==> config.mk <==
export PLATFORM = sky130hd
export DESIGN_NAME = mfw_front
export DESIGN_NICKNAME = d
export VERILOG_FILES = /design/src/design/mfw_pkg.sv /design/src/design/mfw_front.sv
export SDC_FILE = /design/constraint.sdc
export NUM_CORES = 1
export LEC_CHECK = 0
export BUFFER_PORTS_ARGS = -buffer_cell sky130_fd_sc_hd__clkbuf_2
export CELL_PAD_IN_SITES_DETAIL_PLACEMENT = 1
export CELL_PAD_IN_SITES_GLOBAL_PLACEMENT = 1
export CORE_MARGIN = 3
export CORE_UTILIZATION = 41
export DETAILED_ROUTE_END_ITERATION = 8
export GPL_ROUTABILITY_DRIVEN = 0
export GPL_TIMING_DRIVEN = 0
export PLACE_DENSITY = 0.84
export RECOVER_POWER = 50
export SETUP_SLACK_MARGIN = 0.5
export SYNTH_ARGS = -nofsm -noshare
export SYNTH_HDL_FRONTEND = slang
export SYNTH_SLANG_ARGS = --single-unit
==> constraint.sdc <==
create_clock -name vclk -period 12.2
set_input_delay 2.44 -clock vclk [all_inputs]
set_output_delay 2.44 -clock vclk [all_outputs]
set_load 0.01 [all_outputs]
==> src/design/mfw_pkg.sv <==
package mfw_pkg;

   localparam int OFFSET_FRAC_BITS_DEF = 12;
   localparam int WEIGHT_FRAC_BITS_DEF = 15;

   localparam int FIELD_W    = 16;
   localparam int CSR_IDX_W  = 2;

   // Scaled offset t is unsigned with T_FRAC fraction bits and saturates at 2.0.
   localparam int T_FRAC     = 16;
   localparam int T_W        = 18;
   localparam int T2_W       = 19;
   localparam int T3_W       = 20;

   // Polynomial coefficients in Q.15; the widest one is -12*b - 48*c.
   localparam int COEF_W     = 23;
   localparam int SUM_W      = 44;

   // The 6 * 2^11 divide is an arithmetic shift followed by a divide by three.
   localparam int DIV_SHIFT  = 12;
   localparam int U_W        = 32;
   localparam int RECIP_SH   = 33;
   localparam int QUOT_W     = 2 * U_W - RECIP_SH;
   localparam int KV_W       = 30;
   localparam int PROD_W     = 2 * KV_W;

   localparam int QUEUE_DEPTH = 2;

   localparam logic [T_W-1:0]    T_ONE       = T_W'(1) << T_FRAC;
   localparam logic [T_W-1:0]    T_MAX       = T_W'(2) << T_FRAC;
   localparam logic [U_W-1:0]    DIV3_BIAS   = 32'hC000_0000;
   localparam logic [U_W-1:0]    DIV3_RECIP  = 32'hAAAA_AAAB;
   localparam logic [QUOT_W-1:0] DIV3_OFFSET = QUOT_W'(1) << 30;

   localparam logic [FIELD_W-1:0] INV_RADIUS_RESET = 16'd16384;
   localparam logic [FIELD_W-1:0] THIRD_Q15        = 16'd10923;

   localparam logic [COEF_W-1:0] INNER_A_BASE  = COEF_W'(393216);
   localparam logic [COEF_W-1:0] INNER_BB_BASE = COEF_W'(-589824);
   localparam logic [COEF_W-1:0] INNER_DD_BASE = COEF_W'(196608);

   typedef enum logic [CSR_IDX_W-1:0] {
      CSR_INV_RADIUS_X = 2'd0,
      CSR_INV_RADIUS_Y = 2'd1,
      CSR_BLUR_B       = 2'd2,
      CSR_RING_C       = 2'd3
   } csr_idx_type;

   typedef struct packed {
      logic signed [COEF_W-1:0] a;
      logic signed [COEF_W-1:0] bb;
      logic signed [COEF_W-1:0] cc;
      logic signed [COEF_W-1:0] dd;
   } coef_set_type;

   typedef struct packed {
      logic [FIELD_W-1:0] inv_x;
      logic [FIELD_W-1:0] inv_y;
      coef_set_type       outer;
      coef_set_type       inner;
   } csr_cfg_type;

   typedef struct packed {
      logic [T_W-1:0] t_x;
      logic [T_W-1:0] t_y;
   } qentry_type;

endpackage

==> src/design/mfw_front.sv <==
module mfw_front import mfw_pkg::*; #(
   parameter int OFFSET_FRAC_BITS = OFFSET_FRAC_BITS_DEF
) (
   input  logic                      req_start,
   input  logic                      full,
   input  logic signed [FIELD_W-1:0] req_dx,
   input  logic signed [FIELD_W-1:0] req_dy,
   input  csr_cfg_type               cfg,
   output logic                      push,
   output qentry_type                entry
);

   localparam int SHIFT = OFFSET_FRAC_BITS + 14 - T_FRAC;
   localparam int FULL_W = 2 * FIELD_W + 1;

   // t = |2 * d * inv|, rescaled to T_FRAC fraction bits and clamped at 2.0.
   function automatic logic [T_W-1:0] scale_t(logic signed [FIELD_W-1:0] d,
                                              logic [FIELD_W-1:0] inv);
      logic [FIELD_W:0]     neg;
      logic [FIELD_W-1:0]   mag;
      logic [2*FIELD_W-1:0] p;
      logic [FULL_W-1:0]    full2;
      logic [FULL_W-1:0]    tt;
      neg   = (FIELD_W+1)'(0) - {d[FIELD_W-1], d};
      mag   = d[FIELD_W-1] ? neg[FIELD_W-1:0] : d;
      p     = mag * inv;
      full2 = {p, 1'b0};
      tt    = full2 >> SHIFT;
      if (tt > FULL_W'(T_MAX)) begin
         return T_MAX;
      end
      return tt[T_W-1:0];
   endfunction

   assign push      = req_start && !full;
   assign entry.t_x = scale_t(req_dx, cfg.inv_x);
   assign entry.t_y = scale_t(req_dy, cfg.inv_y);

endmodule

Word-level counts from Yosys, hierarchy flattened
Index checks and enable logic that the tools add are counted.
{"block": "totals", "ramBits": 0, "out_inout_bits": 37, "elab_cells": 16, "register_bits": 0, "mem_bits_ro": 0, "latch_bits": 0, "input_bits": 250, "n_memories": 0}
{"block": "op_classes", "addsub": 2, "shift": 0, "muxes": 8, "n_div": 0, "magnitude_cmp": 2, "multipliers": 2, "n_bitwise": 0, "reduce_logical": 2, "n_eq_ne": 0}
{"cell": "$mux W18", "n": 4}
{"cell": "$mul A16 B16 Y32", "n": 2}
{"cell": "$gt A23 B18 Y1 const B", "n": 2}
{"cell": "$mux W16", "n": 2}
{"cell": "$sub A1 B16 Y16 const A", "n": 2}
{"cell": "$mux W1", "n": 2}
{"cell": "$logic_and A1 B1 Y1", "n": 1}
{"cell": "$logic_not A1 Y1", "n": 1}

Longest topological paths before layout
{"block": "logic_depth", "word_depth": 6, "depth_mapped": 32, "mapped_depth_nobuf": 29}

Worst setup path after synthesis
Ideal clock, no wire load.
{"block": "synth_path", "kind": "input to output", "startpoint": "input req_dx[8]", "endpoint": "output entry[21] in the netlist's numbering", "path_buffers": 3, "required_ns": 9.760, "path_stages": 27, "setup_slack_ns": -0.309, "arrival_time_ns": 10.069, "cell_sequence": "or4_1 nor4_1 nand3_1 nor4b_1 clkbuf_1 nand2_1 fa_1 fa_1 inv_1 fa_1 fa_1 fa_1 inv_1 fa_1 inv_1 ha_1 clkbuf_1 and4_1 nand4_1 a211oi_1 nor3_2 a31oi_1 mux2_2 a211oi_1 nand2_1 buf_2 nor3b_1"}
{"element": "start: declaration", "line_no": "mfw_front.sv:6", "source": "input logic signed [FIELD_W-1:0] req_dx,"}
{"element": "end: declaration", "line_no": "mfw_front.sv:10", "source": "output qentry_type entry"}

==> flow_summary.yaml <==
status:
  status: "finished with violations"
  violations: "negative setup slack"
timing:
  fmax_ghz: 0.07168
  hold_violations: 0
  rsz0062_at_grt: "yes"
  setup_ws_ns: -1.751
  final.period_utilization_pct: 114.3
  worst_pin_slew_ns: 1.159
  finalSetupViolations: 36
  post-route-min-period_ns: 13.95
  relSlewSlack_pct: 22.55
  maxSlewViolCount: 0
logic_synthesis:
  synth_top_family_by_area: "adder cells"
  synthAdderAreaFrac_pct: 57.47
  synth_area_leader_cell: "fa_1"
  synth-simple-area-share_pct: 20.65
  synth_fp_nets: 2949
  synth.area.mux_share_pct: 0.3427
  synthXorXnorAreaFrac_pct: 3.427
  yosysUniqueCellTypes: 68
  yosysWarnings: 0
  synth_top_area_share_pct: 43.20
  synth-compound-area-share_pct: 6.973
  syn_inst: 2109
  yosysSeqAreaShare_pct: 0
  synth_area_um2: 17890
  ys_top_cells_by_area: "fa_1 (43%), ha_1 (14%), inv_1 (9.2%), and2_1 (8.0%), nand2_1 (6.9%)"
  post_synth.cell_area_avg_um2: 8.482
floorplan:
  core.rowCount: 75
  die_h_um: 214.9
  start_util_pct: 42.08
  dieArea_um2: 46170
  core_area_um2: 42510
  ioPinCount: 287
  die_w_um: 214.9
cells_and_area:
  ff_latch_area_um2: 0
  n_clock_buffer: 0
  nFlopsAndLatches: 0
  fill_cells: 4929
  nets: 3185
  drive_above_1_share_pct: 21.90
  final_area_um2: 22340
  area.growth.synth_to_final_pct: 24.91
grt:
  antenna_found_initial: 8
  grt_overflow_total: 0
  grt_max_degree: 11
  grt_pass1_vias: 19500
  grt_first_pass_wirelength_um: 115900
  track_usage_pct: 32.38
placed_design:
  dp_hpwl_um: 51510
  io_buffer_count: 101
  place_area_um2: 19710
worst_setup_path:
  cp_max_fo: 6
  crit_type: "in2out"
  critPathArrivalTime_ns: 11.51
  cp-startpoint: "req_dx[9]"
  crit_path_start_kind: "input port"
  max_stage_delay_ns: 0.97
  crit_path_frequent_cell: "fa_1"
  cp-end-kind: "primary output"
  endpoint: "entry[30]"
  cp.required_ns: 9.76
  critPathSlowestCell: "fa_1"
drt:
  drt-total-wl_um: 88440
  drc: 0
  routedWlPerCell_um: 30.23
  drtIter0Drc: 1639
  final_antenna_net_count: 0
  routed_via_density: 6.037
  dr.pass1.iters: 5
  vias: 17670
run:
  maxCapViolations: 0
worst_hold_path:
  holdPathStages: 3
  hp-class: "in2out"
clock_network:
  holdBufCountCts: 0
==> synthesized netlist by cell type (9+ instances only) <==
master / n
a211oi_1: 11
a21o_1: 19
a21oi_1: 45
a31oi_1: 11
and2_1: 228
and3_1: 14
clkbuf_1: 77
fa_1: 386
ha_1: 204
inv_1: 439
nand2_1: 330
nand2b_1: 11
nand3_1: 14
nand4_1: 15
nor2_1: 43
nor2b_1: 22
nor3_1: 12
nor3b_1: 11
nor4_1: 9
o21ai_0: 35
xnor2_1: 48
xor2_1: 22
==> area by class of cell <==
| cell class | count | area [µm²] | area share, % |
|---|---|---|---|
| Antenna cell | 6 | 15.01 | 0.06720 |
| Buffer | 86 | 655.6 | 2.934 |
| Inverter | 439 | 1655 | 7.408 |
| Multi-Input combinational cell | 1584 | 17520 | 78.40 |
| Tap cell | 577 | 721.9 | 3.231 |
| Timing Repair Buffer | 234 | 1778 | 7.957 |
==> routing by layer <==
metal,GRT usage [%],routed length [µm]
met5,0,306
met4,21.62,9395
met3,7.302,9304
met2,57.54,41790
met1,34.34,27650
==> layout by cell type (no fill, tap or decap), types with 21 or more instances in the layout <==
cell / Yosys / layout
buf_2: 6 / 29
fa_1: 386 / 362
ha_1: 204 / 191
fa_2: 0 / 24
clkbuf_2: 0 / 70
nor2_1: 43 / 24
clkbuf_1: 77 / 38
and2_1: 228 / 224
nand2_1: 330 / 307
o21ai_0: 35 / 26
buf_6: 1 / 31
xnor2_1: 48 / 22
inv_1: 439 / 418
nor2b_1: 22 / 21
buf_4: 2 / 114
a21oi_1: 45 / 36
==> kinds of logic (layout without fill, tap and decap cells) <==
| logic type | after synthesis | after routing |
|---|---|---|
| AND/OR/NAND/NOR | 735 | 735 |
| buffers and inverters | 525 | 759 |
| XOR/XNOR | 70 | 70 |
| other | 0 | 6 |
| multiplexers | 6 | 6 |
| adder cells (fa/ha/maj) | 590 | 590 |
| AO/OA/AOI/OAI | 183 | 183 |
==> through the flow <==
stage	worst slack, ns	TNS [ns]	utilization (%)	hold slack [ns]	instances
2_1_floorplan	0.2590	0	-	4.926	2109
3_3_place_gp	-1.659	-45.19	46.36	5.101	2787
3_5_place_dp	-1.783	-52.79	46.36	5.107	2787
4_1_cts	-0.6481	-19.86	50.00	5.108	2874
5_1_grt	-1.658	-48.35	52.55	5.135	2924
6_report	-1.751	-45.32	52.56	5.106	2926
==> critical path, delay by kind of cell <==
| family | cells | cell delay (ns) |
|---|---|---|
| mux | 1 | 0.19 |
| fa+ha+maj | 7 | 3.99 |
| compound gates | 2 | 0.63 |
| simple gates | 10 | 2.82 |
| buf+inv | 8 | 1.42 |
==> how the worst min path moves through the flow <==
| stage | end | startpoint |
|---|---|---|
| floorplan | push | full |
| detailed placement | push | full |
| global route | push | full |
| CTS | push | full |
| finish | push | full |
| global placement | push | full |
==> repair_timing <==
| action | in CTS | in global routing |
|---|---|---|
| setup buffers | 83 | 45 |
| cloned | 4 | 0 |
| pin swaps | 81 | 124 |
| resized for setup | 163 | 228 |
| setup endpoints to repair | 36 | 36 |
