### config.mk
export PLATFORM = sky130hd
export DESIGN_NAME = mfw_queue
export DESIGN_NICKNAME = d
export VERILOG_FILES = /design/src/design/mfw_pkg.sv /design/src/design/mfw_queue.sv
export SDC_FILE = /design/constraint.sdc
export NUM_CORES = 1
export LEC_CHECK = 0
export ABC_CLOCK_PERIOD_IN_PS = 3000
export BUFFER_PORTS_ARGS = -buffer_cell sky130_fd_sc_hd__buf_4
export CORE_MARGIN = 3
export CORE_UTILIZATION = 25
export DETAILED_ROUTE_END_ITERATION = 12
export PLACE_DENSITY_LB_ADDON = 0.08
export SYNTH_ARGS = -nofsm -noshare
export SYNTH_HDL_FRONTEND = slang
export SYNTH_SLANG_ARGS = --single-unit
### constraint.sdc
create_clock -name clock -period 3 [get_ports clock]
set_input_delay 0.6 -clock clock [delete_from_list [all_inputs] [get_ports clock]]
set_output_delay 0.6 -clock clock [all_outputs]
set_load 0.01 [all_outputs]
### src/design/mfw_pkg.sv
package mfw_pkg;

   localparam int OFFSET_FRAC_BITS_DEF = 12;
   localparam int WEIGHT_FRAC_BITS_DEF = 15;

   localparam int FIELD_W    = 16;
   localparam int CSR_IDX_W  = 2;

   // Scaled offset t is unsigned with T_FRAC fraction bits and saturates at 2.0.
   localparam int T_FRAC     = 16;
   localparam int T_W        = 18;
   localparam int T2_W       = 19;
   localparam int T3_W       = 20;

   // Polynomial coefficients in Q.15; the widest one is -12*b - 48*c.
   localparam int COEF_W     = 23;
   localparam int SUM_W      = 44;

   // The 6 * 2^11 divide is an arithmetic shift followed by a divide by three.
   localparam int DIV_SHIFT  = 12;
   localparam int U_W        = 32;
   localparam int RECIP_SH   = 33;
   localparam int QUOT_W     = 2 * U_W - RECIP_SH;
   localparam int KV_W       = 30;
   localparam int PROD_W     = 2 * KV_W;

   localparam int QUEUE_DEPTH = 2;

   localparam logic [T_W-1:0]    T_ONE       = T_W'(1) << T_FRAC;
   localparam logic [T_W-1:0]    T_MAX       = T_W'(2) << T_FRAC;
   localparam logic [U_W-1:0]    DIV3_BIAS   = 32'hC000_0000;
   localparam logic [U_W-1:0]    DIV3_RECIP  = 32'hAAAA_AAAB;
   localparam logic [QUOT_W-1:0] DIV3_OFFSET = QUOT_W'(1) << 30;

   localparam logic [FIELD_W-1:0] INV_RADIUS_RESET = 16'd16384;
   localparam logic [FIELD_W-1:0] THIRD_Q15        = 16'd10923;

   localparam logic [COEF_W-1:0] INNER_A_BASE  = COEF_W'(393216);
   localparam logic [COEF_W-1:0] INNER_BB_BASE = COEF_W'(-589824);
   localparam logic [COEF_W-1:0] INNER_DD_BASE = COEF_W'(196608);

   typedef enum logic [CSR_IDX_W-1:0] {
      CSR_INV_RADIUS_X = 2'd0,
      CSR_INV_RADIUS_Y = 2'd1,
      CSR_BLUR_B       = 2'd2,
      CSR_RING_C       = 2'd3
   } csr_idx_type;

   typedef struct packed {
      logic signed [COEF_W-1:0] a;
      logic signed [COEF_W-1:0] bb;
      logic signed [COEF_W-1:0] cc;
      logic signed [COEF_W-1:0] dd;
   } coef_set_type;

   typedef struct packed {
      logic [FIELD_W-1:0] inv_x;
      logic [FIELD_W-1:0] inv_y;
      coef_set_type       outer;
      coef_set_type       inner;
   } csr_cfg_type;

   typedef struct packed {
      logic [T_W-1:0] t_x;
      logic [T_W-1:0] t_y;
   } qentry_type;

endpackage

### src/design/mfw_queue.sv
module mfw_queue import mfw_pkg::*; #(
   parameter int DEPTH = QUEUE_DEPTH
) (
   input  logic       clock,
   input  logic       reset,
   input  logic       push,
   input  qentry_type wr_entry,
   input  logic       pop,
   output logic       full,
   output logic       head_valid,
   output qentry_type head
);

   localparam int PTR_W   = $clog2(DEPTH);
   localparam int COUNT_W = $clog2(DEPTH + 1);

   qentry_type         mem_ff [DEPTH];
   logic [PTR_W-1:0]   wr_ptr_ff, wr_ptr_in;
   logic [PTR_W-1:0]   rd_ptr_ff, rd_ptr_in;
   logic [COUNT_W-1:0] count_ff, count_in;

   function automatic logic [PTR_W-1:0] next_ptr(logic [PTR_W-1:0] p);
      if (p == PTR_W'(DEPTH - 1)) begin
         return '0;
      end
      return p + PTR_W'(1);
   endfunction

   assign full       = (count_ff == COUNT_W'(DEPTH));
   assign head_valid = (count_ff != '0);
   assign head       = mem_ff[rd_ptr_ff];

   always_comb begin
      wr_ptr_in = push ? next_ptr(wr_ptr_ff) : wr_ptr_ff;
      rd_ptr_in = pop ? next_ptr(rd_ptr_ff) : rd_ptr_ff;
      count_in  = count_ff + COUNT_W'(push) - COUNT_W'(pop);
   end

   always_ff @(posedge clock) begin
      if (reset) begin
         wr_ptr_ff <= '0;
         rd_ptr_ff <= '0;
         count_ff  <= '0;
      end else begin
         wr_ptr_ff <= wr_ptr_in;
         rd_ptr_ff <= rd_ptr_in;
         count_ff  <= count_in;
      end
   end

   always_ff @(posedge clock) begin
      if (push) begin
         mem_ff[wr_ptr_ff] <= wr_entry;
      end
   end

   // The back end drains one request per cycle, so the queue never holds two.
   a_queue_shallow: assert property (@(posedge clock) disable iff (reset)
      count_ff <= COUNT_W'(1))
      else $error("request queue holds more than one entry");

endmodule

======== After elaboration in Yosys (flattened, before gate mapping) ========
Memories as Yosys holds them, arrays and structs flattened. A register that Yosys moved wholly into a read port is not among the register bits.
Cells that the tools add are included.
word-level totals
  register bits ........................... 4
  RAM bits ................................ 72
  output and inout port bits .............. 38
  logic and storage cells ................. 20
  memories ................................ 1
operators by class
  $add $sub $neg .......................... 4
  equal/unequal tests ..................... 1
  multiplexer cells ....................... 10
  reductions and logical operators ........ 1
memories
  memory  words  width  read ports  clocked after Yosys merged registers in  wr ports  line             text
  mem_ff  2      36     1           1                                        1         mfw_queue.sv:17  qentry_type mem_ff [DEPTH];
operators by type and width
  kind                                  number
  2-to-1 mux 1 bit                      10
  adder 1 bit, second input constant    2
  adder 2 x 1 -> 2 bit                  1
  == test 2 bit, second input constant  1
  nonzero test 2 bit                    1
  subtractor 2 x 1 -> 2 bit             1

======== Longest topological paths before layout ========
Gate-level depths: netlist of run 1.
  depth in word-level cells ............... 4
  mapped depth ............................ 6
  gate-level depth less buffers ........... 6

======== Least setup slack after synthesis of run 1 ========
Ideal clock, no wire load.
  kind .................................... input port to flip-flop
  from .................................... input push
  to ...................................... memory mem_ff[0][0] (netlist bit), enable pin
  arrival ................................. 2.218 ns
  slack ................................... 0.348 ns
  cell stages on the path ................. 1
  cell sequence ........................... nor2b_1
on the way
  cells in the longest elaborated chain, start to end .. 2
ends and longest elaborated chain
  item                                    line             text
  start: declaration                      mfw_queue.sv:6   input logic push,
  2-to-1 mux 1 bit                        mfw_queue.sv:52  if (push) begin
  2-to-1 mux 1 bit (not written as such)  mfw_queue.sv:53  mem_ff[wr_ptr_ff] <= wr_entry;
  end: declaration                        mfw_queue.sv:17
No other way between the ends.

==> out/results.tsv, run 1 <==
stage	metric	value	unit
yosys	Cells after Synth	133	
drt	first-pass iteration count of the detailed router	4	
finish	Ant. Diodes	0	
yosys	cell area after technology mapping	2970	um2
critical_path	critical path, cell by cell	buf_4, mux2_2, buf_4	
sta	final worst-path cycle share	71.1	%
yosys	count of unique library cells instantiated by Yosys	14	
power	PnR Total Power	0.00278	W
critical_path	kind of start point of the critical path	flop	
drt	DRC violations left	0	
critical_path	Max Fanout on Critical Path	21	
sta	minimum setup slack in the final design	868	ps
finish	layout overhead on the synthesized area	35.6	%
power	power density of the placed cells	690	nW/um2
clock_network	Post-CTS Repair Setup Buffers	0	
finish	area occupied by registers	2260	um2
critical_path	r2r setup slk	1470	ps
floorplan	initial core utilization	25.8	%
global_routing	GRT overflow	0	
drt	number of vias per cell	3.92	
job	number of max-cap violations	0	
power	fraction of power spent switching nets	21.0	%
critical_path	endpoint of the most critical register-to-register path	mem_ff[1][7]$_DFFE_PP_	
drt	wire per inst	14.9	um
sta	setup-violating endpoint count in the final report	0	
clock_network	CTS buffer count	9	
sta	worst hold-check slack	460	ps
drt	Iter 0 DRT Violations	83	
yosys	nets in the synthesized netlist	175	
critical_path	Worst Path Class, Setup	flop to output port	
sta	RSZ-0062 raised after global routing	no	
yosys	area share of the largest cell type after synthesis	72.8	%
floorplan	die height	115	um
critical_path	arrival time at the worst endpoint	1530	ps
global_routing	number of antenna violations at the first check in global routing	0	
status	result of the run	finished, final reports clean	
clock_network	deepest level of the CTS H-tree	3	
clock_network	clock root cell	clkbuf_16	
critical_path	most frequent CP cell	buf_4	
power	leakage power figure	1.58	nW
critical_path	crit path buf inv count	2	
finish	Filler Cell Count	1117	
sta	maximum frequency from static timing analysis	469	MHz
critical_path	slowest cell on the critical path	mux2_2	
power	relative contribution of the clock network to total power	40.8	%
global_routing	maximum number of pins on one net before global-route repair	22	
finish	number of nets in the layout	265	
power	part of the power in combinational logic	13.4	%
floorplan	# rows	39	
yosys	synthesized area per cell	22.3	um2
critical_path	endpoint type of the worst setup path	output port	
yosys	portion of netlist area occupied by mux cells	17.4	%
yosys	sequential area share after synthesis	76.2	%
sta	setup skew after layout	3.74	ps
yosys	fraction of synthesized cell area in xor and xnor cells	1.35	%
floorplan	boundary pin count	78	
sta	Final Max Tran Viols	0	
yosys	dominant cell type by area after synthesis	edfxtp_1	
clock_network	clock input transition at the sequential cells of the worst setup and hold paths	60	ps
clock_network	hold buffer count at CTS	0	
finish	layout cells sized above 1	60.1	%
placement	placed wire-length estimate	3710	um
yosys	Compound-Gate Fraction of Synth Area	0	%
yosys	combinational family with the most area after synthesis	multiplexers	
drt	Total Wirelength	5550	um
drt	antenna violation net count after detailed routing	0	
sta	number of endpoints with negative hold slack in the final report	0	
global_routing	total routing usage reported by global routing	8.71	%
critical_path	Worst path max stage delay	380	ps
sta	post-layout minimum cycle time	2130	ps
placement	dpl ws	1140	ps
sta	final sum of negative setup slack	0	ps
critical_path	cell family with the largest share of critical-path delay	buffers and inverters	
yosys	count of yosys warnings during synthesis	0	
yosys	#FFs+latches synth	77	
power	power share of the sequential group	45.8	%
floorplan	horizontal die dimension	115	um
power	VDD IR max	226	uV
yosys	fraction of the mapped netlist area in simple logic gates	1.56	%
sta	slew at the pin closest to its max-slew limit	538	ps
clock_network	clock tree from TritonCTS	built	
global_routing	via count of the first global-routing pass	1601	
finish	multi-input gate area in the final layout	638	um2
power	design internal power	0.00220	W
floorplan	overall die area	13200	um2
clock_network	clock sink count	77	
drt	vias after detailed routing	1455	
critical_path	critical path capture point	head[27]	
finish	Util after Layout	35.0	%
power	power dissipated by switching net loads	0.000582	W
critical_path	length in cells of the worst reg-to-reg path	2	
clock_network	Clock Latency Late Sink	320	ps
placement	IO Port Bufs	77	
clock_network	Resize count post-CTS	0	
critical_path	reg-to-reg startpoint	wr_ptr_ff$_SDFFE_PP0P_	
yosys	Synth area leaders	edfxtp_1 (73%), mux2_4 (15%), dfxtp_1 (3.4%)	
critical_path	worst endpoint required time	2400	ps
floorplan	core area	11500	um2
yosys	adder-cell share of the synthesized area	0.842	%
placement	global placement routability congestion	0.653	
sta	relative slew slack	64.2	%
clock_network	maximum root-to-sink buffer count	2	
min_path	Hold WC Path Type	primary input to flop	
critical_path	Worst path depth	3	
global_routing	global-route wire length before repair	8510	um
routing by layer:
| metal | wire [um] | GRT usage, % |
|---|---|---|
| met5 | 0 | 0 |
| met4 | 60 | 4.23 |
| met3 | 392 | 3.42 |
| met2 | 2760 | 14.0 |
| met1 | 2330 | 10.2 |
registers in the layout, summed over array words and instances (netlist names), named ones only:
| name | count |
|---|---|
| mem_ff | 72 |
| count_ff | 2 |
| rd_ptr_ff | 1 |
| wr_ptr_ff | 1 |
cell type report:
type                       instances  area share [%]
clock buffer                      10            5.69
tap                              143            4.44
sequential                        77            56.2
inverter                           2           0.186
clock inverter                     6            2.17
multi-input combinational         50            15.8
timing repair buffer              83            15.5
worst reg2reg max path, cell delays in order, from the launching register on:
cell and delay (ps):
dfxtp_1 400, and2_2 530, buf_4 310
per-stage QoR:
stage | area, um2 | std cells
2_1_floorplan | 2970 | 133
3_3_place_gp | 3710 | 355
3_5_place_dp | 3710 | 355
4_1_cts | 4030 | 371
5_1_grt | 4030 | 371
6_report | 4030 | 371
layout by cell type (no fill, tap or decap), drive strengths merged:
cell,netlist,final
dfxtp,5,5
xnor3,1,1
clkbuf,0,10
buf,4,83
clkinv,0,2
ha,2,2
inv,2,2
mux2,36,36
nor2b,3,3
nor2,4,4
xnor2,2,2
clkinvlp,0,2
and2,1,1
or2,1,1
bufinv,0,2
edfxtp,72,72
synthesized netlist by cell type (all sizes together):
library cell and count:
nor2 4, buf 4, ha 2, inv 2, xnor3 1, dfxtp 5
edfxtp 72, or2 1, and2 1, mux2 36, xnor2 2, nor2b 3
kinds of logic (layout without fill, tap and decap cells):
group | after synthesis | in the layout
mux | 36 | 36
simple gates | 9 | 9
xor+xnor | 3 | 3
buf+inv | 6 | 101
flops | 77 | 77
fa+ha+maj | 2 | 2
power groups by stage:
| stage | Sequential [W] | Clock, W | Combinational, W |
|---|---|---|---|
| after floorplan | 0.00129 | 0 | 0.000218 |
| after global placement | 0.00130 | 0 | 0.000386 |
| after detailed placement | 0.00130 | 0 | 0.000384 |
| after CTS | 0.00127 | 0.00118 | 0.000386 |
| after global routing | 0.00128 | 0.00122 | 0.000406 |
| final | 0.00127 | 0.00113 | 0.000372 |
worst min path at each step:
| stage | from | to | slack [ps] | cells after the start |
|---|---|---|---|---|
| final | wr_entry[24] | mem_ff[0][24]$_DFFE_PP_ | 460 | 1 |
| after global routing | wr_entry[0] | mem_ff[1][0]$_DFFE_PP_ | 440 | 1 |
| after CTS | wr_entry[18] | mem_ff[0][18]$_DFFE_PP_ | 440 | 1 |
| after detailed placement | rd_ptr_ff$_SDFFE_PP0P_ | rd_ptr_ff$_SDFFE_PP0P_ | 510 | 2 |
| after global placement | rd_ptr_ff$_SDFFE_PP0P_ | rd_ptr_ff$_SDFFE_PP0P_ | 500 | 2 |
| after floorplan | rd_ptr_ff$_SDFFE_PP0P_ | flop | 480 | 2 |
Note: power is estimated with default switching activity, not from simulation.
==> inputs of run 2 (changes only) <==
--- a/config.mk
+++ b/config.mk
@@ -5,7 +5,7 @@
 export SDC_FILE = /design/constraint.sdc
 export NUM_CORES = 1
 export LEC_CHECK = 0
-export ABC_CLOCK_PERIOD_IN_PS = 3000
+export ABC_CLOCK_PERIOD_IN_PS = 2100
 export BUFFER_PORTS_ARGS = -buffer_cell sky130_fd_sc_hd__buf_4
 export CORE_MARGIN = 3
 export CORE_UTILIZATION = 25
==> constraint.sdc (replaced) <==
create_clock -name clock -period 2.1 [get_ports clock]
set_input_delay 0.42 -clock clock [delete_from_list [all_inputs] [get_ports clock]]
set_output_delay 0.42 -clock clock [all_outputs]
set_load 0.01 [all_outputs]
==> run 2 against run 1 <==
  * Power up 41%
  * Sequential share of layout area down 0.052 points
  * Worst setup slack worse by 650 ps
  * Clock skew up 2.0 ps
  * Sequential cell count unchanged
  * Critical path depth unchanged
  * Register-to-register slack worse by 590 ps
  * Clock-buffer cell count down 1
  * Die area unchanged
  * Wire length down 3.8%
  * Critical path type unchanged
==> out/results.tsv, run 2 (synthesis results as in run 1) <==
stage	metric	value	unit
status	result of the run	finished, final reports clean	
placement	IO Port Bufs	77	
sta	relative slew slack	81.1	%
global_routing	maximum number of pins on one net before global-route repair	37	
finish	number of nets in the layout	262	
finish	layout cells sized above 1	58.7	%
critical_path	cell family with the largest share of critical-path delay	buffers and inverters	
finish	highest-count cells in the layout ignoring fill and taps	buf_4 (77), edfxtp_1 (72), mux2_4 (30), clkbuf_16 (9), mux2_2 (6)	
sta	RSZ-0062 raised after global routing	no	
placement	placed wire-length estimate	3390	um
finish	Top reg by flops	mem_ff	
power	power share of the sequential group	46.3	%
clock_network	Clock Latency Late Sink	320	ps
floorplan	die height	115	um
critical_path	endpoint type of the worst setup path	output port	
clock_network	clock input transition at the sequential cells of the worst setup and hold paths	60	ps
power	design internal power	0.00313	W
drt	vias after detailed routing	1441	
drt	antenna violation net count after detailed routing	0	
clock_network	CTS buffer count	9	
finish	post-layout instance area	4030	um2
global_routing	total routing usage reported by global routing	8.46	%
drt	first-pass iteration count of the detailed router	4	
min_path	source of the worst hold timing path	wr_entry[28]	
sta	worst hold-check slack	279	ps
clock_network	maximum root-to-sink buffer count	2	
power	power density of the placed cells	974	nW/um2
floorplan	boundary pin count	78	
critical_path	arrival time at the worst endpoint	1460	ps
global_routing	GRT overflow	0	
global_routing	number of antenna violations at the first check in global routing	0	
critical_path	worst endpoint required time	1680	ps
clock_network	deepest level of the CTS H-tree	3	
critical_path	reg-to-reg startpoint	count_ff[0]$_SDFF_PP0_	
floorplan	# rows	39	
floorplan	overall die area	13200	um2
power	fraction of power spent switching nets	20.4	%
sta	setup-violating endpoint count in the final report	0	
finish	leading cell type in the layout, fill and taps excluded	buf_4	
drt	Iter 0 DRT Violations	31	
clock_network	clock sink count	77	
floorplan	horizontal die dimension	115	um
clock_network	hold buffer count at CTS	0	
sta	setup skew after layout	5.69	ps
power	power dissipated by switching net loads	0.000800	W
global_routing	via count of the first global-routing pass	1527	
finish	layout overhead on the synthesized area	35.7	%
critical_path	slowest cell on the critical path	mux2_2	
drt	Total Wirelength	5330	um
sta	final worst-path cycle share	89.7	%
min_path	Hold WC Path Type	primary input to flop	
floorplan	initial core utilization	25.8	%
sta	post-layout minimum cycle time	1880	ps
critical_path	Worst Path Class, Setup	flop to output port	
power	leakage power figure	1.58	nW
finish	Ant. Diodes	0	
clock_network	Post-CTS Repair Setup Buffers	0	
sta	Final Max Tran Viols	0	
finish	Util after Layout	35.0	%
placement	placed instance area	3730	um2
sta	slew at the pin closest to its max-slew limit	284	ps
sta	maximum frequency from static timing analysis	531	MHz
power	relative contribution of the clock network to total power	40.0	%
global_routing	global-route wire length before repair	8010	um
critical_path	Worst path max stage delay	380	ps
critical_path	critical path, cell by cell	buf_12, mux2_2, buf_4	
critical_path	kind of start point of the critical path	flop	
floorplan	core area	11500	um2
finish	registers with the most flip-flops	mem_ff (72), count_ff (2)	
clock_network	clock root cell	clkbuf_16	
critical_path	crit path buf inv count	2	
drt	number of vias per cell	3.92	
finish	number of flip-flops under the largest register name	72	
clock_network	clock tree from TritonCTS	built	
critical_path	Max Fanout on Critical Path	36	
sta	number of endpoints with negative hold slack in the final report	0	
clock_network	Resize count post-CTS	0	
drt	DRC violations left	0	
power	VDD IR max	305	uV
power	part of the power in combinational logic	13.7	%
sta	final sum of negative setup slack	0	ps
placement	global placement routability congestion	0.660	
job	number of max-cap violations	0	
drt	wire per inst	14.5	um
-- run 2: cell types whose count changed in the layout (fill, tap and decap cells not counted), moves of 2 or more --
cell,before,now
clkinvlp_4,2,0
buf_4,83,77
buf_12,0,3
clkinv_1,1,4
-- run 2: metrics by stage --
stage                     total power [W]  instances  setup WS (ps)
final                             0.00393        368            217
after global routing              0.00412        368            155
after CTS                         0.00400        368            185
after detailed placement          0.00241        352            541
after global placement            0.00240        352            548
after floorplan                   0.00216        133            297
-- run 2: path summary, 6_finish.rpt --
path	to	slack (ps)	cells after the start
worst max-delay path	head[33]	220	3
worst min register to register	rd_ptr_ff$_SDFFE_PP0P_	520	2
worst max register to register	count_ff[1]$_SDFF_PP0_	880	6
worst min-delay path	mem_ff[0][28]$_DFFE_PP_	280	1
-- run 2: area by class of cell --
type | count | area, um2
fillers | 1136 | 7480
flip-flops and latches | 77 | 2260
multi-input cells | 50 | 638
repair buffers | 80 | 638
clock buffers | 9 | 225
well taps | 143 | 179
clock inverters | 7 | 80.1
inverters | 2 | 7.51
-- run 2: power groups by stage --
stage                     Clock, W  Combinational (W)  Sequential, W
after floorplan                  0           0.000312        0.00185
after global placement           0           0.000553        0.00185
after detailed placement         0           0.000553        0.00185
after CTS                  0.00163           0.000555        0.00182
after global routing       0.00171           0.000584        0.00183
final                      0.00157           0.000537        0.00182
-- run 2: metal layers --
| layer | up-vias | global-route usage (%) | routed length, um |
|---|---|---|---|
| li1 | 689 | - | - |
| met1 | 699 | 9.37 | 2140 |
| met2 | 42 | 13.8 | 2760 |
| met3 | 11 | 3.47 | 321 |
| met4 | 0 | 4.69 | 112 |
| met5 | - | 0 | 0 |
