## src/design/mfw_pkg.sv

```systemverilog
package mfw_pkg;

   localparam int OFFSET_FRAC_BITS_DEF = 12;
   localparam int WEIGHT_FRAC_BITS_DEF = 15;

   localparam int FIELD_W    = 16;
   localparam int CSR_IDX_W  = 2;

   // Scaled offset t is unsigned with T_FRAC fraction bits and saturates at 2.0.
   localparam int T_FRAC     = 16;
   localparam int T_W        = 18;
   localparam int T2_W       = 19;
   localparam int T3_W       = 20;

   // Polynomial coefficients in Q.15; the widest one is -12*b - 48*c.
   localparam int COEF_W     = 23;
   localparam int SUM_W      = 44;

   // The 6 * 2^11 divide is an arithmetic shift followed by a divide by three.
   localparam int DIV_SHIFT  = 12;
   localparam int U_W        = 32;
   localparam int RECIP_SH   = 33;
   localparam int QUOT_W     = 2 * U_W - RECIP_SH;
   localparam int KV_W       = 30;
   localparam int PROD_W     = 2 * KV_W;

   localparam int QUEUE_DEPTH = 2;

   localparam logic [T_W-1:0]    T_ONE       = T_W'(1) << T_FRAC;
   localparam logic [T_W-1:0]    T_MAX       = T_W'(2) << T_FRAC;
   localparam logic [U_W-1:0]    DIV3_BIAS   = 32'hC000_0000;
   localparam logic [U_W-1:0]    DIV3_RECIP  = 32'hAAAA_AAAB;
   localparam logic [QUOT_W-1:0] DIV3_OFFSET = QUOT_W'(1) << 30;

   localparam logic [FIELD_W-1:0] INV_RADIUS_RESET = 16'd16384;
   localparam logic [FIELD_W-1:0] THIRD_Q15        = 16'd10923;

   localparam logic [COEF_W-1:0] INNER_A_BASE  = COEF_W'(393216);
   localparam logic [COEF_W-1:0] INNER_BB_BASE = COEF_W'(-589824);
   localparam logic [COEF_W-1:0] INNER_DD_BASE = COEF_W'(196608);

   typedef enum logic [CSR_IDX_W-1:0] {
      CSR_INV_RADIUS_X = 2'd0,
      CSR_INV_RADIUS_Y = 2'd1,
      CSR_BLUR_B       = 2'd2,
      CSR_RING_C       = 2'd3
   } csr_idx_type;

   typedef struct packed {
      logic signed [COEF_W-1:0] a;
      logic signed [COEF_W-1:0] bb;
      logic signed [COEF_W-1:0] cc;
      logic signed [COEF_W-1:0] dd;
   } coef_set_type;

   typedef struct packed {
      logic [FIELD_W-1:0] inv_x;
      logic [FIELD_W-1:0] inv_y;
      coef_set_type       outer;
      coef_set_type       inner;
   } csr_cfg_type;

   typedef struct packed {
      logic [T_W-1:0] t_x;
      logic [T_W-1:0] t_y;
   } qentry_type;

endpackage

```

## src/design/mfw_csr.sv

```systemverilog
module mfw_csr import mfw_pkg::*; (
   input  logic                 clock,
   input  logic                 reset,
   input  logic                 csr_valid,
   output logic                 csr_ready,
   input  logic [CSR_IDX_W-1:0] csr_index,
   input  logic [FIELD_W-1:0]   csr_data,
   output csr_cfg_type          cfg
);

   logic [FIELD_W-1:0] inv_x_ff, inv_x_in;
   logic [FIELD_W-1:0] inv_y_ff, inv_y_in;
   logic [FIELD_W-1:0] blur_b_ff, blur_b_in;
   logic [FIELD_W-1:0] ring_c_ff, ring_c_in;
   coef_set_type       outer_ff, outer_in;
   coef_set_type       inner_ff, inner_in;
   logic [FIELD_W-1:0] b_eff;
   logic [FIELD_W-1:0] c_eff;
   logic [COEF_W-1:0]  bw;
   logic [COEF_W-1:0]  cw;

   assign csr_ready = 1'b1;

   always_comb begin
      inv_x_in  = inv_x_ff;
      inv_y_in  = inv_y_ff;
      blur_b_in = blur_b_ff;
      ring_c_in = ring_c_ff;
      if (csr_valid) begin
         unique case (csr_idx_type'(csr_index))
            CSR_INV_RADIUS_X: inv_x_in  = csr_data;
            CSR_INV_RADIUS_Y: inv_y_in  = csr_data;
            CSR_BLUR_B:       blur_b_in = csr_data;
            CSR_RING_C:       ring_c_in = csr_data;
         endcase
      end
   end

   // A zero B or C selects the default of one third for both.
   always_comb begin
      if ((blur_b_ff == '0) || (ring_c_ff == '0)) begin
         b_eff = THIRD_Q15;
         c_eff = THIRD_Q15;
      end else begin
         b_eff = blur_b_ff;
         c_eff = ring_c_ff;
      end
      bw = COEF_W'(b_eff);
      cw = COEF_W'(c_eff);
      // Two's complement arithmetic modulo 2^COEF_W; every coefficient fits.
      outer_in.a  = COEF_W'(0) - bw - COEF_W'(6) * cw;
      outer_in.bb = COEF_W'(6) * bw + COEF_W'(30) * cw;
      outer_in.cc = COEF_W'(0) - COEF_W'(12) * bw - COEF_W'(48) * cw;
      outer_in.dd = COEF_W'(8) * bw + COEF_W'(24) * cw;
      inner_in.a  = INNER_A_BASE - COEF_W'(9) * bw - COEF_W'(6) * cw;
      inner_in.bb = INNER_BB_BASE + COEF_W'(12) * bw + COEF_W'(6) * cw;
      inner_in.cc = '0;
      inner_in.dd = INNER_DD_BASE - COEF_W'(2) * bw;
   end

   always_ff @(posedge clock) begin
      if (reset) begin
         inv_x_ff  <= INV_RADIUS_RESET;
         inv_y_ff  <= INV_RADIUS_RESET;
         blur_b_ff <= THIRD_Q15;
         ring_c_ff <= THIRD_Q15;
      end else begin
         inv_x_ff  <= inv_x_in;
         inv_y_ff  <= inv_y_in;
         blur_b_ff <= blur_b_in;
         ring_c_ff <= ring_c_in;
      end
   end

   always_ff @(posedge clock) begin
      outer_ff <= outer_in;
      inner_ff <= inner_in;
   end

   assign cfg.inv_x = inv_x_ff;
   assign cfg.inv_y = inv_y_ff;
   assign cfg.outer = outer_ff;
   assign cfg.inner = inner_ff;

endmodule

```

## config.mk

```make
export PLATFORM = sky130hd
export DESIGN_NAME = mfw_csr
export DESIGN_NICKNAME = d
export VERILOG_FILES = /design/src/design/mfw_pkg.sv /design/src/design/mfw_csr.sv
export SDC_FILE = /design/constraint.sdc
export NUM_CORES = 1
export LEC_CHECK = 0
export BUFFER_PORTS_ARGS = -buffer_cell sky130_fd_sc_hd__buf_2
export CORE_MARGIN = 2
export CORE_UTILIZATION = 45
export DETAILED_ROUTE_END_ITERATION = 6
export PLACE_DENSITY = 0.73
export RECOVER_POWER = 100
export SLEW_MARGIN = 20
export SYNTH_ARGS = -nofsm -noshare
export SYNTH_HDL_FRONTEND = slang
export SYNTH_SLANG_ARGS = --single-unit
```

## constraint.sdc

```tcl
create_clock -name clock -period 15.55 [get_ports clock]
set_input_delay 3.11 -clock clock [delete_from_list [all_inputs] [get_ports clock]]
set_output_delay 3.11 -clock clock [all_outputs]
set_load 0.01 [all_outputs]
```

Yosys cells after proc, flatten, opt, wreduce, memory -nomap -nowiden
Cells that the tools add are included.
- multipliers: 7
- reductions and logical operators: 8
- equal/unequal tests: 3
- mux-type cells: 2
- $add $sub $neg: 11
- operators by type and width (operator ; count):
    2-bit by 16-bit multiplier with 18-bit output (first input constant) ; 5
    19-bit by 21-bit adder with 22-bit output ; 2
    4-bit by 16-bit multiplier with 20-bit output (first input constant) ; 2
    16-bit zero test ; 2
    16-bit 2-to-1 mux ; 2
    22-bit by 20-bit adder with 23-bit output ; 1
    23-bit by 22-bit subtractor with 23-bit output ; 1
    21-bit by 21-bit adder with 22-bit output (first input constant) ; 1
    21-bit by 20-bit subtractor with 22-bit output ; 1
    1-bit by 20-bit subtractor with 21-bit output (first input constant) ; 1
    17-bit by 20-bit subtractor with 21-bit output ; 1
    19-bit by 20-bit subtractor with 21-bit output (first input constant) ; 1
    18-bit by 17-bit subtractor with 19-bit output (first input constant) ; 1
    1-bit by 16-bit subtractor with 17-bit output (first input constant) ; 1
    2-bit AND reduction ; 4
    2-bit == test (second input constant) ; 2
    2-bit by 1-bit == test with 1-bit output (second input constant) ; 1
    2-bit zero test ; 1
    1-bit logical OR ; 1
- input port bits: 21
- logic and storage cells: 42
- flip-flop bits (word level): 216

Logic depth before layout (Yosys ltp)
Gate-level depths: netlist of the first run.
- depth after elaboration: 6
- mapped depth: 30

Least setup slack after synthesis of the first run
No wires, ideal clock.
- path kind: register to register
- start: register blur_b_ff[2]
- end: register outer_ff, in the netlist cfg[158]
- clock period less this slack: 6336 ps
- cell stages (with the launch flop): 28
- required time: 15412 ps
- arrival time: 6198 ps
- buffers on the path: 4
- library setup time: 138 ps
- path slack: 9214 ps
- path through: dfxtp_1 clkbuf_1 nor4_1 nand4_1 and2_1 buf_2 clkbuf_1 clkbuf_1 nand2_1 inv_1 fa_1 fa_1 fa_1 a21o_1 a21o_1 a21oi_1 o21ai_0 a21oi_1 xnor2_1 ha_1 or3_1 o211a_1 o21a_1 o21a_1 nor3_1 o21bai_1 o311ai_0 xor2_1
- RTL lines (element ; line ; source):
    from (decl) ; mfw_csr.sv:13 ; logic [FIELD_W-1:0] blur_b_ff, blur_b_in;
    from (signal assigned) ; mfw_csr.sv:70 ; blur_b_ff <= blur_b_in;
    to (signal assigned) ; mfw_csr.sv:76 ; outer_ff <= outer_in;
    to (decl) ; mfw_csr.sv:15 ; coef_set_type outer_ff, outer_in;

==> results.cfg, run 1 <==
[run_status]
status = completed

[yosys]
yosysSeqAreaShare = 0.263
ys.flop_type = dfxtp_1
synth_area_um2 = 15300
synth_edf_count = 0
avgSynthCellArea_um2 = 8.30
synth_top_area_share = 0.263
synth.area.top_cells = dfxtp_1, ha_1, xnor2_1, nand2_1, fa_1
synthArstFlopShare = 0
ys_seq_elements = 201
ys.warnings.count = 0
ys_types = 81
yosysTopAreaCell = dfxtp_1
synth_cells = 1840

[routing]
drt-initial-drc-count = 649
wl_per_cell_um = 16.0
vias_per_cell = 5.31
antenna_left = 0
drc = 0
first_pass_iters = 5
wl_mm = 39.5
num_vias = 13153

[sta]
hold_slack_ns = 0.455
finalSetupTns_ns = 0
max_slew_margin = 0.0175
setup_viol = 0
fin_crit_ns = 8.51
fmax_mhz = 117
rsz0062_at_grt = no
maxSlewViolCount = 0
fin_crit_sh = 0.548
skew_ns = 0.0281
tightest_slew_ns = 1.47
hold_viol_final = 0
worst_slack_ns = 7.04

[power_and_ir_drop]
power_mw = 2.94
p_leak_nw = 7.78
power.density_nw_per_um2 = 174
vdd.ir_drop.worst_v = 0.000107

[cells_and_area]
fill_cells = 3204
drive_gt1_frac = 0.0389
layout.area.seq_um2 = 4020
post-route-util = 0.507
final_cell_mix = nand2_1, ha_1, dfxtp_1, clkbuf_1, inv_1
layout.nets = 2285
area_growth_pct = 11.0
instances_no_fill = 2477
diodes = 0
multi_input_area_um2 = 10200
final_common_cell = nand2_1
fin_area_um2 = 16900

[die]
die_y_um = 188
initial_core_util = 0.457
dieArea_um2 = 35400
io_pins = 238
core_area_um2 = 33400
rows = 67
fp.dieW_um = 188

[cts]
cts_setup_buffers = 0
path_clk_slew_ns = 0.06
cts_sinks = 201
cts_hold_buf = 0
cts_resized = 0
cts_tree = done
numCtsBuffers = 22
cts_max_level = 1
clockRootBuffer = clkbuf_16
clockBufferDepth = 3
insertion_delay_ns = 0.53

[placed_design]
placedCellCount = 2437
placed_area_um2 = 16500
place_congestion = 0.902
post-place-ws_ns = 8.28
numPortBuffers = 198
place_hpwl_mm = 31.8

[critical_path]
critPathMaxFanout = 32
worstSetupPathDepth = 21
cp_data_required_time_ns = 15.99
path_common_cell = o21ai_0
cp_top_family = compound AO/OA/AOI/OAI gates
cp-end-kind = flip-flop
rrSetupSlack_ns = 7.04
cpPeakStageDelay_ns = 1.13
r2r-start = blur_b_ff[4]$_SDFFE_PP0P_
slowest_stage = clkbuf_1
worst-path-buf-inv = 1
cp_data_arrival_time_ns = 8.96
regToRegEndpoint = cfg[157]$_DFF_P_
crit_path_start_kind = flip-flop
criticalPathCategory = flip-flop to flip-flop
ff2ff_path_depth = 21
path_cells = nor4_1, nand4_1, and2_0, clkbuf_1, nand2b_1, fa_1, fa_1, ha_1, a21o_1, a21oi_1, o21ai_0, nor2_1, xnor2_1, ha_1, and2_0, a311oi_1, o21ai_0, o41ai_1, o21ai_0, o41ai_1, xnor2_1

[hold_path]
hp-class = flip-flop to flip-flop
min-delay-start = inv_x_ff[4]$_SDFFE_PP0P_
min_to = inv_x_ff[4]$_SDFFE_PP0P_
whs_path_depth = 2

[global_routing]
grt_pass1_vias = 12832
grt_max_degree = 65
grt_pass1_wl_mm = 63.0
grt_use_total = 0.217
grt_overflow = 0
antenna_found_initial = 0

[job]
drv_cap = 0
-- power by group --
group | leakage (nW) | internal, mW | switching, mW
Clock | 0.343 | 0.304 | 0.223
Sequential | 1.67 | 0.684 | 0.0460
Combinational | 5.77 | 0.667 | 1.02
Total | 7.78 | 1.65 | 1.29
-- layout make-up --
class / count / area share
Clock buffer: 31 / 0.0375
Clock inverter: 9 / 0.00517
Inverter: 175 / 0.0388
Multi-Input combinational cell: 1411 / 0.601
Sequential cell: 201 / 0.237
Tap cell: 448 / 0.0331
Timing Repair Buffer: 202 / 0.0467
-- per-layer routing --
layer | global-route usage | part of all wire | up-vias
met2 | 0.379 | 0.46 | 384
met4 | 0.0721 | 0.034 | 0
met5 | 0 | 0 | -
met1 | 0.277 | 0.45 | 6172
li1 | - | - | 6532
met3 | 0.0272 | 0.056 | 65
-- worst max-delay path by stage --
| stage | startpoint | endpoint | slack [ns] |
|---|---|---|---|
| 2_1_floorplan | blur_b_ff[2]$_SDFFE_PP0P_ | cfg[158]$_DFF_P_ | 9.21 |
| 3_3_place_gp | blur_b_ff[4]$_SDFFE_PP0P_ | cfg[65]$_DFF_P_ | 8.42 |
| 3_5_place_dp | blur_b_ff[4]$_SDFFE_PP0P_ | cfg[157]$_DFF_P_ | 8.28 |
| 4_1_cts | blur_b_ff[4]$_SDFFE_PP0P_ | cfg[157]$_DFF_P_ | 8.19 |
| 5_1_grt | blur_b_ff[4]$_SDFFE_PP0P_ | cfg[157]$_DFF_P_ | 6.33 |
| 6_report | blur_b_ff[4]$_SDFFE_PP0P_ | cfg[157]$_DFF_P_ | 7.04 |
-- sequential cells by signal, indices dropped and copies added (netlist names) --
signal,cells
blur_b_ff,16
inv_y_ff,16
cfg,137
ring_c_ff,16
inv_x_ff,16
-- synthesized netlist by cell type (28+ instances only) --
| cell | count |
|---|---|
| a21o_1 | 28 |
| a21oi_1 | 132 |
| buf_4 | 48 |
| clkbuf_1 | 34 |
| dfxtp_1 | 201 |
| fa_1 | 36 |
| ha_1 | 215 |
| inv_1 | 174 |
| nand2_1 | 219 |
| nand2b_1 | 32 |
| nand3_1 | 34 |
| nor2_1 | 128 |
| nor3_1 | 41 |
| o21ai_0 | 71 |
| xnor2_1 | 119 |
| xor2_1 | 51 |
-- worst reg2reg max path: stages (launching register included) --
cell and delay [ns]:
dfxtp_1 0.75, nor4_1 0.18, nand4_1 0.32, and2_0 0.52
clkbuf_1 1.13, nand2b_1 0.57, fa_1 0.72, fa_1 0.47
ha_1 0.29, a21o_1 0.16, a21oi_1 0.22, o21ai_0 0.19
nor2_1 0.16, xnor2_1 0.16, ha_1 0.31, and2_0 0.19
a311oi_1 0.44, o21ai_0 0.23, o41ai_1 0.50, o21ai_0 0.25
o41ai_1 0.53, xnor2_1 0.17
-- cells by family after synthesis --
kind of cell | Yosys count | share of synthesized area
compound gates | 386 | 0.162
xor+xnor | 170 | 0.0975
fa+ha+maj | 254 | 0.225
buf+inv | 265 | 0.0776
flops | 201 | 0.263
mux | 1 | 0.000655
other cells | 2 | 0.000492
simple gates | 561 | 0.173
Power figures use the tool's default switching activity.
==> run 2: changes to the inputs <==
PLACE_DENSITY = 0.75   (was 0.73)
clock period = 7.28 ns   (was 15.55 ns; I/O delays follow)
==> results.cfg, run 2 (synthesis results as in run 1) <==
[placed_design]
place_hpwl_mm = 32.0
numPortBuffers = 198
post-place-ws_ns = 0.712
placed_area_um2 = 16600
place_congestion = 0.933
placedCellCount = 2451

[sta]
skew_ns = 0.00963
max_slew_margin = 0.274
fin_crit_sh = 0.903
worst_slack_ns = 0.704
tightest_slew_ns = 1.09
rsz0062_at_grt = no
setup_viol = 0
fin_crit_ns = 6.58
maxSlewViolCount = 0
hold_viol_final = 0
hold_slack_ns = 0.455
fmax_mhz = 152
finalSetupTns_ns = 0

[cells_and_area]
area_growth_pct = 12.3
largest_reg_flops = 137
fill_cells = 3214
instances_no_fill = 2493
post-route-util = 0.513
fin_area_um2 = 17200
final_cell_mix = nand2_1, ha_1, dfxtp_1, clkbuf_1, inv_1
layout.nets = 2300
drive_gt1_frac = 0.0489
final_common_cell = nand2_1
diodes = 0

[critical_path]
cp_data_arrival_time_ns = 6.96
critPathMaxFanout = 16
cp-end-kind = flip-flop
path_cells = nor4_2, nand4_1, and2_0, buf_4, nand2_1, inv_1, fa_1, fa_1, ha_1, a21o_1, a21oi_1, o21ai_0, nor2_1, xnor2_1, ha_1, and2_0, a311oi_1, o21ai_0, o41ai_1, o21ai_0, o41ai_1, xnor2_1
path_common_cell = o21ai_0
cp_data_required_time_ns = 7.67
slowest_stage = fa_1
crit_path_start_kind = flip-flop
cpPeakStageDelay_ns = 0.58
cp_top_family = compound AO/OA/AOI/OAI gates
worst-path-buf-inv = 2
criticalPathCategory = flip-flop to flip-flop

[routing]
num_vias = 13302
drc = 0
first_pass_iters = 7
drt-initial-drc-count = 747
wl_per_cell_um = 16.0
vias_per_cell = 5.34
wl_mm = 40.0
antenna_left = 0

[die]
fp.dieW_um = 188
rows = 67
die_y_um = 188
initial_core_util = 0.457
io_pins = 238
dieArea_um2 = 35400
core_area_um2 = 33400

[cts]
cts_sinks = 201
insertion_delay_ns = 0.52
cts_max_level = 1
path_clk_slew_ns = 0.07
numCtsBuffers = 23
clockBufferDepth = 3
cts_tree = done
cts_resized = 0
clockRootBuffer = clkbuf_16
cts_setup_buffers = 0
cts_hold_buf = 0

[global_routing]
grt_overflow = 0
grt_use_total = 0.220
antenna_found_initial = 0
grt_pass1_vias = 12778
grt_pass1_wl_mm = 63.5
grt_max_degree = 65

[power_and_ir_drop]
power.density_nw_per_um2 = 373
p_leak_nw = 7.89
vdd.ir_drop.worst_v = 0.000239
power_mw = 6.39

[run_status]
status = completed

[hold_path]
hp-class = flip-flop to flip-flop

[job]
drv_cap = 0
[run 2: cell count changes in the layout (fill, tap and decap cells not counted), sizes merged]
| cell | before | now |
|---|---|---|
| bufinv | 1 | 3 |
| buf | 21 | 33 |
| clkbuf | 212 | 210 |
| clkinv | 2 | 4 |
| inv | 177 | 179 |
[run 2: report_power, final]
group	switching, mW	total (mW)	internal (mW)
sequential	0.0933	1.55	1.46
clock	0.491	1.23	0.737
combinational	2.18	3.61	1.44
[run 2: final cells by class]
class / instances / area, µm² / area share
Multi-Input combinational cell: 1411 / 10200 / 0.595
Sequential cell: 201 / 4020 / 0.235
Timing Repair Buffer: 216 / 887 / 0.0517
Inverter: 175 / 657 / 0.0383
Clock buffer: 27 / 631 / 0.0368
Tap cell: 448 / 561 / 0.0327
Clock inverter: 15 / 193 / 0.0112
[run 2: worst paths after layout]
check / from / to / slack [ns] / cells after the start
max: blur_b_ff[6]$_SDFFE_PP0P_ / cfg[157]$_DFF_P_ / 0.70 / 22
min: inv_y_ff[6]$_SDFFE_PP0P_ / inv_y_ff[6]$_SDFFE_PP0P_ / 0.46 / 2
max reg2reg: blur_b_ff[6]$_SDFFE_PP0P_ / cfg[157]$_DFF_P_ / 0.70 / 22
min reg2reg: inv_y_ff[6]$_SDFFE_PP0P_ / inv_y_ff[6]$_SDFFE_PP0P_ / 0.46 / 2
[run 2: worst register-to-register path, delay by kind of cell, from the launching register on]
family                     cells  cell delay (ns)
buffers and inverters          2             0.38
DFF                            1             0.45
adders and majority gates      4             1.66
and+or+nand+nor                6             1.31
AOI/OAI and AO/OA              8             2.35
xor gates and xnor gates       2             0.28
[run 2: routing by layer]
metal / global-route usage / wire [µm] / vias to the layer above
li1: - / - / 6570
met1: 0.286 / 17800 / 6190
met2: 0.374 / 18300 / 453
met3: 0.0250 / 2300 / 89
met4: 0.0833 / 1570 / 0
met5: 0 / 0 / -
==> run 3: changes to the inputs <==
ABC_AREA = 1   (was default)
CORE_UTILIZATION = 30   (was 45)
PLACE_DENSITY = 0.56   (was 0.75)
==> results.cfg, run 3 <==
[run_status]
status = completed

[cts]
cts_setup_buffers = 0
cts_resized = 0
clockBufferDepth = 3
cts_sinks = 201
cts_max_level = 1
numCtsBuffers = 25
insertion_delay_ns = 0.57
clockRootBuffer = clkbuf_16
path_clk_slew_ns = 0.07
cts_hold_buf = 0
cts_tree = done

[routing]
num_vias = 14202
drt-initial-drc-count = 828
first_pass_iters = 5
wl_mm = 49.9
vias_per_cell = 4.72
antenna_left = 0
drc = 0
wl_per_cell_um = 16.6

[global_routing]
grt_use_total = 0.181
grt_overflow = 0
grt_pass1_vias = 13739
grt_pass1_wl_mm = 75.8
grt_max_degree = 63
antenna_found_initial = 0

[yosys]
ys.warnings.count = 0
avgSynthCellArea_um2 = 7.43
synth_area_um2 = 15700
synthArstFlopShare = 0
synth_cells = 2108
synth_edf_count = 0
ys.flop_type = dfxtp_1
ys_seq_elements = 201
synth_top_area_share = 0.257
yosysTopAreaCell = dfxtp_1
synth.area.top_cells = dfxtp_1, ha_1, nand2_1, inv_1, xor2_1
synth_top_cells_by_count = nand2_1, inv_1, ha_1, dfxtp_1, nor2_1
yosysSeqAreaShare = 0.257
synth.most_common_cell = nand2_1
ys_types = 51

[placed_design]
placed_area_um2 = 17300
place_hpwl_mm = 41.5
numPortBuffers = 198
place_congestion = 0.913

[sta]
fmax_mhz = 158
max_slew_margin = 0.346
skew_ns = 0.0143
finalSetupTns_ns = 0
setup_viol = 0
maxSlewViolCount = 0
fin_crit_sh = 0.868
hold_slack_ns = 0.473
tightest_slew_ns = 0.977
rsz0062_at_grt = no
fin_crit_ns = 6.32
hold_viol_final = 0

[job]
drv_cap = 0

[die]
fp.dieW_um = 233
dieArea_um2 = 54100
io_pins = 238
die_y_um = 233
rows = 83
core_area_um2 = 51500
initial_core_util = 0.304

[critical_path]
critPathMaxFanout = 27
crit_path_start_kind = flip-flop
slowest_stage = nor2_1
criticalPathCategory = flip-flop to flip-flop
path_common_cell = nand2_1
cp_data_arrival_time_ns = 6.81
cp_data_required_time_ns = 7.77
cpPeakStageDelay_ns = 0.51
cp-end-kind = flip-flop

[power_and_ir_drop]
vdd.ir_drop.worst_v = 0.000155
power.density_nw_per_um2 = 390
p_leak_nw = 8.83

[cells_and_area]
fill_cells = 5646
drive_gt1_frac = 0.0472
layout.nets = 2584
largest_reg_flops = 137
fin_area_um2 = 17900
final_cell_mix = nand2_1, inv_1, ha_1, dfxtp_1, nor2_1
area_growth_pct = 14.5
final_common_cell = nand2_1
layout.area.seq_um2 = 4020
diodes = 0
multi_input_area_um2 = 10200

[hold_path]
hp-class = flip-flop to flip-flop
==> run 3: cell types whose count changed after synthesis, moves of 42 or more <==
cell     delta
a21oi_1    +42
inv_1     +121
nand2_1   +174
nand3_1    +68
nor2_1     +63
o21ai_0    +50
xnor2_1    -78
xor2_1     +59
==> run 3: cells by family (layout without fill, tap and decap cells) <==
logic type               Yosys count  count (layout)  synth area share
other                              2              39          0.000479
buffers and inverters            368             554            0.0997
adder cells (fa/ha/maj)          251             251             0.218
flip-flops                       201             201             0.257
XOR/XNOR                         152             152            0.0854
AND/OR/NAND/NOR                  772             772             0.213
AO/OA/AOI/OAI                    362             362             0.126
==> run 3: worst paths after layout <==
kind	startpoint	to	slack, ns	depth (start not counted)
max	blur_b_ff[5]$_SDFFE_PP1P_	cfg[89]$_DFF_P_	0.96	29
max reg2reg	blur_b_ff[5]$_SDFFE_PP1P_	cfg[89]$_DFF_P_	0.96	29
min	inv_x_ff[14]$_SDFFE_PP1P_	inv_x_ff[14]$_SDFFE_PP1P_	0.47	2
min reg2reg	inv_x_ff[14]$_SDFFE_PP1P_	inv_x_ff[14]$_SDFFE_PP1P_	0.47	2
==> run 3: per-layer routing <==
layer	part of all wire	track usage
met5	0	0
met4	0.028	0.0514
met3	0.052	0.0243
met2	0.47	0.314
met1	0.45	0.234
==> run 3: worst max-delay path: cells and delay by family (launching register included) <==
family          cells  cell delay (ns)
flops               1             0.47
fa+ha+maj           4             1.33
buf+inv             2             0.31
xor+xnor            2             0.31
simple gates       13             2.25
compound gates      8             1.58
==> run 3: cell type report <==
cell class              instances  share of cell area
clock buffers                  31              0.0378
clock inverters                15              0.0146
flip-flops and latches        201               0.224
well taps                     680              0.0474
inverters                     304              0.0636
repair buffers                204              0.0446
multi-input cells            1576               0.568
==> run 3: where the power goes <==
group | switching [mW] | internal (mW) | leakage (nW)
Combinational | 2.57 | 1.44 | 6.70
Sequential | 0.103 | 1.49 | 1.67
Clock | 0.519 | 0.882 | 0.457
Total | 3.19 | 3.81 | 8.83
==> run 3: stage by stage <==
stage	worst slack (ns)	power (mW)	util	std cells
6_report	0.958	7.00	0.348	3011
5_1_grt	0.304	7.65	0.348	3011
4_1_cts	1.22	7.18	0.354	3011
3_5_place_dp	1.26	5.73	0.335	2965
3_3_place_gp	1.43	5.72	0.335	2965
2_1_floorplan	1.77	4.48	-	2145
